### config.mk
export PLATFORM = sky130hd
export DESIGN_NAME = lsi_alu
export DESIGN_NICKNAME = d
export VERILOG_FILES = /design/src/rtl/lsi_pkg.sv /design/src/rtl/lsi_alu.sv
export SDC_FILE = /design/constraint.sdc
export NUM_CORES = 2
export LEC_CHECK = 0
export ABC_AREA = 1
export BUFFER_PORTS_ARGS = -buffer_cell sky130_fd_sc_hd__buf_2
export CAP_MARGIN = 0
export CORE_UTILIZATION = 45
export CTS_CLUSTER_DIAMETER = 40
export CTS_CLUSTER_SIZE = 30
export DETAILED_ROUTE_END_ITERATION = 7
export PLACE_DENSITY = 0.6
export SYNTH_ARGS = -nofsm -noshare
export SYNTH_HDL_FRONTEND = slang
export SYNTH_SLANG_ARGS = --single-unit
### constraint.sdc
create_clock -name clk -period 12.8 [get_ports clk]
set_input_delay 0.64 -clock clk [delete_from_list [all_inputs] [get_ports clk]]
set_output_delay 0.64 -clock clk [all_outputs]
set_load 0.01 [all_outputs]
### src/rtl/lsi_pkg.sv
`default_nettype none
package lsi_pkg;

    localparam int VALUE_WIDTH_DEF   = 32;
    localparam int FRACTION_BITS_DEF = 22;
    localparam int IO_WIDTH          = 32;
    localparam int DT_WIDTH          = 23;
    localparam int CFG_INDEX_WIDTH   = 3;

    localparam logic [CFG_INDEX_WIDTH-1:0] REG_SIGMA  = 3'd0;
    localparam logic [CFG_INDEX_WIDTH-1:0] REG_RHO    = 3'd1;
    localparam logic [CFG_INDEX_WIDTH-1:0] REG_BETA   = 3'd2;
    localparam logic [CFG_INDEX_WIDTH-1:0] REG_DT     = 3'd3;
    localparam logic [CFG_INDEX_WIDTH-1:0] REG_METHOD = 3'd4;

    localparam logic [IO_WIDTH-1:0] SIGMA_RESET = 32'd41943040;
    localparam logic [IO_WIDTH-1:0] RHO_RESET   = 32'd117440512;
    localparam logic [IO_WIDTH-1:0] BETA_RESET  = 32'd11184810;
    localparam logic [DT_WIDTH-1:0] DT_RESET    = 23'd41943;

    // ALU operations
    typedef enum logic [1:0] {
        OP_ADD,
        OP_SUB,
        OP_MUL,
        OP_DIV6
    } alu_op_t;

endpackage
`default_nettype wire

### src/rtl/lsi_alu.sv
`default_nettype none
// Shared saturating unit: add, subtract, fixed-point multiply, divide by six.
// Divide by six reuses the multiplier: magnitude times a reciprocal constant,
// then the sign is put back, so the quotient truncates toward zero.
// Every result, multiplier and divider included, is registered; it is valid in the cycle after the operands.
module lsi_alu #(
    parameter int VALUE_WIDTH   = lsi_pkg::VALUE_WIDTH_DEF,
    parameter int FRACTION_BITS = lsi_pkg::FRACTION_BITS_DEF
) (
    input  wire                             clk,
    input  wire lsi_pkg::alu_op_t           op,
    input  wire logic signed [VALUE_WIDTH-1:0] a,
    input  wire logic signed [VALUE_WIDTH-1:0] b,
    output logic signed [VALUE_WIDTH-1:0]   result
);
    import lsi_pkg::*;

    localparam int PW = 2 * VALUE_WIDTH;
    localparam logic signed [VALUE_WIDTH-1:0] VMAX = {1'b0, {(VALUE_WIDTH-1){1'b1}}};
    localparam logic signed [VALUE_WIDTH-1:0] VMIN = {1'b1, {(VALUE_WIDTH-1){1'b0}}};
    // ceil(2^(W+1) / 3); quotient = (|a| * RECIP6) >> (W+2), exact for |a| <= 2^(W-1)
    localparam logic [VALUE_WIDTH-1:0] RECIP6 = VALUE_WIDTH'(
        ({1'b1, {(VALUE_WIDTH+1){1'b0}}} + (VALUE_WIDTH+2)'(2)) / (VALUE_WIDTH+2)'(3));

    logic signed [VALUE_WIDTH:0]   sum;
    logic [VALUE_WIDTH-1:0]        mag;
    logic signed [VALUE_WIDTH:0]   mul_a;
    logic signed [VALUE_WIDTH:0]   mul_b;
    logic signed [PW-1:0]          prod;
    logic signed [PW-1:0]          shifted;
    logic signed [VALUE_WIDTH-1:0] add_sat;
    logic signed [VALUE_WIDTH-1:0] mul_sat;
    logic [VALUE_WIDTH-1:0]        q_mag;
    logic signed [VALUE_WIDTH-1:0] div_q;
    logic signed [VALUE_WIDTH-1:0] result_next;

    always_comb
    begin
        if (op == OP_SUB)
            sum = {a[VALUE_WIDTH-1], a} - {b[VALUE_WIDTH-1], b};
        else
            sum = {a[VALUE_WIDTH-1], a} + {b[VALUE_WIDTH-1], b};
        if (sum[VALUE_WIDTH] != sum[VALUE_WIDTH-1])
            add_sat = sum[VALUE_WIDTH] ? VMIN : VMAX;
        else
            add_sat = sum[VALUE_WIDTH-1:0];

        mag = a[VALUE_WIDTH-1] ? (~a + 1'b1) : a;
        if (op == OP_DIV6)
        begin
            mul_a = {1'b0, mag};
            mul_b = {1'b0, RECIP6};
        end
        else
        begin
            mul_a = {a[VALUE_WIDTH-1], a};
            mul_b = {b[VALUE_WIDTH-1], b};
        end

        prod    = mul_a * mul_b;
        shifted = prod >>> FRACTION_BITS;
        if (shifted > PW'(VMAX))
            mul_sat = VMAX;
        else if (shifted < PW'(VMIN))
            mul_sat = VMIN;
        else
            mul_sat = shifted[VALUE_WIDTH-1:0];

        // truncating divide by six
        q_mag = {2'b00, prod[PW-1:VALUE_WIDTH+2]};
        div_q = a[VALUE_WIDTH-1] ? (~q_mag + 1'b1) : q_mag;

        unique case (op)
            OP_ADD, OP_SUB: result_next = add_sat;
            OP_MUL:         result_next = mul_sat;
            OP_DIV6:        result_next = div_q;
            default:        result_next = add_sat;
        endcase
    end

    always_ff @(posedge clk)
    begin
        result <= result_next;
    end

endmodule
`default_nettype wire

# After elaboration in Yosys (flattened, before gate mapping)
# Cells that the tools add are included.
[op_classes]
div_mod_pow = 0
n_lt_le_gt_ge = 2
mul = 1
shifts = 0
reduce_logical = 2
addsub = 4
n_eq_ne = 4
mux = 10
n_bitwise = 2
[ops]
columns = ["cell", "n"]
rows = [
  ["two-way mux 32 bit", 6],
  ["two-way mux 33 bit", 3],
  ["case mux 32 bit (3 select lines)", 1],
  ["adder 32 x 1 -> 32 bit, second input constant", 2],
  ["multiplier 33 x 33 -> 64 bit", 1],
  ["> comparator 42 x 32 -> 1 bit, second input constant", 1],
  ["< comparator 42 x 32 -> 1 bit, second input constant", 1],
  ["adder 32 x 32 -> 33 bit", 1],
  ["subtractor 32 x 32 -> 33 bit", 1],
  ["inverter 30 -> 32 bit", 1],
  ["inverter 32 bit", 1],
  ["equality test 2 bit, second input constant", 2],
  ["equality test 2 x 1 -> 1 bit, second input constant", 1],
  ["zero test 2 bit", 1],
  ["OR reduction 2 bit", 1],
  ["inequality test 1 bit", 1],
]
[word_totals]
latchBits = 0
out_inout_bits = 32
ram_bits = 0
reg_bits = 32
word_cells = 26
romBits = 0
input_bits = 67
n_memories = 0

# Logic depth before layout (Yosys ltp)
[logic_depth]
ltp_word = 9
mapped_depth = 60
mapped_depth_nobuf = 57

# Least setup slack after synthesis
# No wires, ideal clock.
[synth_timing]
path_type = "input port to flip-flop"
start = "input port a[0]"
end = "register result[26]"
setup_slack_ps = 2998
path_stages = 55
path_buffers = 3
required_time_ps = 12683
setup_ps = 117
arrival_time_ps = 9685
cell_sequence = "buf_6 clkinv_1 clkbuf_1 ha_1 nand2_1 nor3_1 inv_1 nor3_1 inv_1 nor2_1 inv_1 nor3_2 nand3_1 nor3_1 nand2_1 a21o_1 nand2_1 buf_2 [... 19 more ...] nor3_1 inv_1 nor2_1 nand2_1 nand2_2 nand2_1 nand2_1 xnor2_1 ha_1 nand3_1 inv_1 nand2_1 nor2_1 nand2_1 nand2_1 nand2_1 nand3_1 nand2_1"
[synth_between]
elab_chain_cells = 9
word_cells_on_any_way = 19
cone_classes = "4 x add/sub; 1 x mul; 2 x order compare; 1 x eq/ne; 9 x mux; 2 x bitwise"
[synth_rtl]
columns = ["item", "line", "source"]
rows = [
  ["start, declared", "lsi_alu.sv:12", "input wire logic signed [VALUE_WIDTH-1:0] a,"],
  ["inverter 32 bit", "lsi_alu.sv:48", "mag = a[VALUE_WIDTH-1] ? (~a + 1'b1) : a;"],
  ["adder 32 x 1 -> 32 bit", "lsi_alu.sv:48", ""],
  ["two-way mux 32 bit", "lsi_alu.sv:48", ""],
  ["two-way mux 33 bit", "lsi_alu.sv:49", "if (op == OP_DIV6)"],
  ["multiplier 33 x 33 -> 64 bit", "lsi_alu.sv:60", "prod = mul_a * mul_b;"],
  ["< comparator 42 x 32 -> 1 bit / inverter 30 -> 32 bit (equally long branches)", "lsi_alu.sv:64, lsi_alu.sv:71", ""],
  ["two-way mux 32 bit / adder 32 x 1 -> 32 bit (equally long branches)", "lsi_alu.sv:64, lsi_alu.sv:71", ""],
  ["two-way mux 32 bit, on equally long branches", "lsi_alu.sv:62, lsi_alu.sv:71", ""],
  ["case mux 32 bit (3 select lines) (*)", "lsi_alu.sv:73", "unique case (op)"],
  ["named net result_next[26]", "lsi_alu.sv:35", "logic signed [VALUE_WIDTH-1:0] result_next;"],
  ["end signal, assigned", "lsi_alu.sv:83", "result <= result_next;"],
  ["end, declared", "lsi_alu.sv:14", "output logic signed [VALUE_WIDTH-1:0] result"],
]
# Mark *: on every way through the listed nets, which the timed path passes. The rest lies on a longest branch.

# Worst setup path after layout
[layout_timing]
start = "input port a[0]"
end = "register result[29]"
# Same word-level chain as after synthesis.

==> results.toml <==
[min_path]
whs_endpoint = "result[31]"
hp-class = "primary input to register"
hold_path_startpoint = "op[0]"
whs_path_depth = 4

[timing]
rsz0062_at_grt = "false"
fin_crit_ns = 11.42
drv_slew = 0
min_period_over_period_pct = 89.3
hold_violations = 0
clock.fmax_mhz = 87.5
maxSlewHeadroom_pct = 12.1
setup_tns_ns = 0
finalSetupViolCount = 0
worst_slew_pin_slew_ns = 1.32

[critical_path]
worstPathArrival_ns = 11.59
critPathMaxStageDelay_ns = 0.58
required_ns = 12.97
startpoint_type = "primary input"
crit_fanout = 19
slowest_stage = "fa_1"
end_kind = "register"
crit_type = "primary input to register"
crit_path_frequent_cell = "nand2_1"

[synth]
synth_cell_types = 51
synth_nets = 7460
seq_area_frac_synth_pct = 1.41
synth_edf_count = 0
ys_async_sr_fraction_pct = 0
yosys_warnings = 0
postSynthAreaPerCell_um2 = 7.52
synthFlopType = "dfxtp_1"
ys_seq_elements = 32
synthCells = 6025
syn_area_um2 = 45300

[clocking]
cts_hold_buf = 0
cts_tree = "built"
clk_pin_slew_worst_paths_ns = 0.06
clockRootBuffer = "clkbuf_16"
cts_setup_buffers = 0
htreeDepth = 2
cts_buffer_depth = 2
clock_sinks = 32
post_cts_resized = 0
cts_buffers = 5

[route]
route.detailed.drc = 8
wl_per_cell_um = 23.9
vias = 39400
drtPass1Iterations = 8
antenna_left = 0
wl_mm = 175
routed_via_density = 5.37
drt_iter0_markers = 3386

[cells_and_area]
top_register = "result"
largest_reg_flops = 32
layout_common_cells = "inv_1, nand2_1, fa_1, nor2_1, ha_1"
reg_top3 = "result (32)"
drive_above_1_share_pct = 5.12
final_common_cell = "inv_1"
area_growth_pct = 5.35
fillerInstances = 10300
layout.nets = 7468

[floorplan]
rows = 116
die-area_um2 = 102000
fp.coreArea_um2 = 99900
die_w_um = 319
die_y_um = 319
start_util_pct = 45.4
pin_count = 99

[global_routing]
track_usage_pct = 35.2
antenna_found_initial = 6
grt_overflow_total = 0
grt_max_degree = 52
grt_pass1_wl_mm = 264
grt_pass1_vias = 42100

[place]
io_buffers = 98
dp_hpwl_mm = 144
place_congestion = 1.00

[job]
cap_violations = 0

[run_status]
status = "complete, but fails checks"
violations = "design-rule violations"
==> layer usage <==
layer | routed length, µm | share of wire (%) | global-route usage (%)
met5 | 58 | 0.033 | 0
met4 | 10100 | 5.8 | 15.8
met3 | 16400 | 9.4 | 7.11
met2 | 79300 | 45 | 56.7
met1 | 69200 | 40 | 45.8
==> how the worst max path moves through the flow <==
stage | startpoint | to | cells after the start
6_report | a[0] | result[29] | 52
5_1_grt | a[1] | result[26] | 52
4_1_cts | a[1] | result[9] | 50
3_5_place_dp | a[1] | result[9] | 50
3_3_place_gp | a[1] | result[9] | 50
2_1_floorplan | a[0] | result[26] | 55
==> critical path: cells and delay by family <==
kind / cells / cell delay (ns)
simple gates: 23 / 3.10
buf+inv: 13 / 1.52
fa+ha+maj: 10 / 4.64
compound gates: 6 / 1.65
==> cells in the mapped netlist (all sizes together), types with 5 or more instances <==
| cell | n | share of area [%] |
|---|---|---|
| o21ai | 131 | 1.5 |
| nor2 | 609 | 5.1 |
| nand3b | 8 | 0.13 |
| buf | 46 | 0.52 |
| o21bai | 15 | 0.27 |
| a21o | 9 | 0.15 |
| nand3 | 178 | 2.0 |
| nor4 | 13 | 0.18 |
| clkinv | 9 | 0.075 |
| nand2 | 1395 | 12 |
| dfxtp | 32 | 1.4 |
| nor3 | 47 | 0.58 |
| o211ai | 7 | 0.12 |
| nand4 | 26 | 0.37 |
| clkbuf | 164 | 1.4 |
| or2 | 6 | 0.083 |
| a21oi | 160 | 1.8 |
| ha | 243 | 6.7 |
| xor2 | 65 | 1.3 |
| fa | 1125 | 50 |
| inv | 1688 | 14 |
| a21boi | 5 | 0.083 |
| xnor2 | 26 | 0.50 |
==> through the flow <==
step / util, % / hold slack [ns] / worst slack [ns] / instance area (µm²) / instances
global placement: 47.6 / 1.03 / 1.32 / 47500 / 7324
detailed placement: 47.6 / 1.03 / 1.36 / 47500 / 7324
finish: 47.8 / 0.999 / 1.38 / 47700 / 7334
floorplan: - / 0.929 / 3.00 / 45300 / 6025
global route: 47.8 / 1.01 / 0.535 / 47700 / 7332
CTS: 47.8 / 0.975 / 1.61 / 47700 / 7332
==> area by class of cell <==
type,count,area (µm²),area share (%)
clock inverter,1,30.0,0.0629
timing repair buffer,211,1390,2.91
multi-input combinational,4086,37500,78.6
inverter,1697,6370,13.4
clock buffer,7,153,0.320
antenna,2,5.00,0.0105
tap,1298,1620,3.40
sequential,32,641,1.34
==> logic make-up after synthesis <==
family	after synthesis	synth area share [%]
DFF	32	1.41
adders and majority gates	1368	56.4
and+or+nand+nor	2283	20.2
AOI/OAI and AO/OA	344	4.17
buffers and inverters	1907	15.9
xor gates and xnor gates	91	1.79
Power is left out: the tool's default activity adds up to more than one toggle a clock period on the data nets, which glitch-free logic cannot reach.
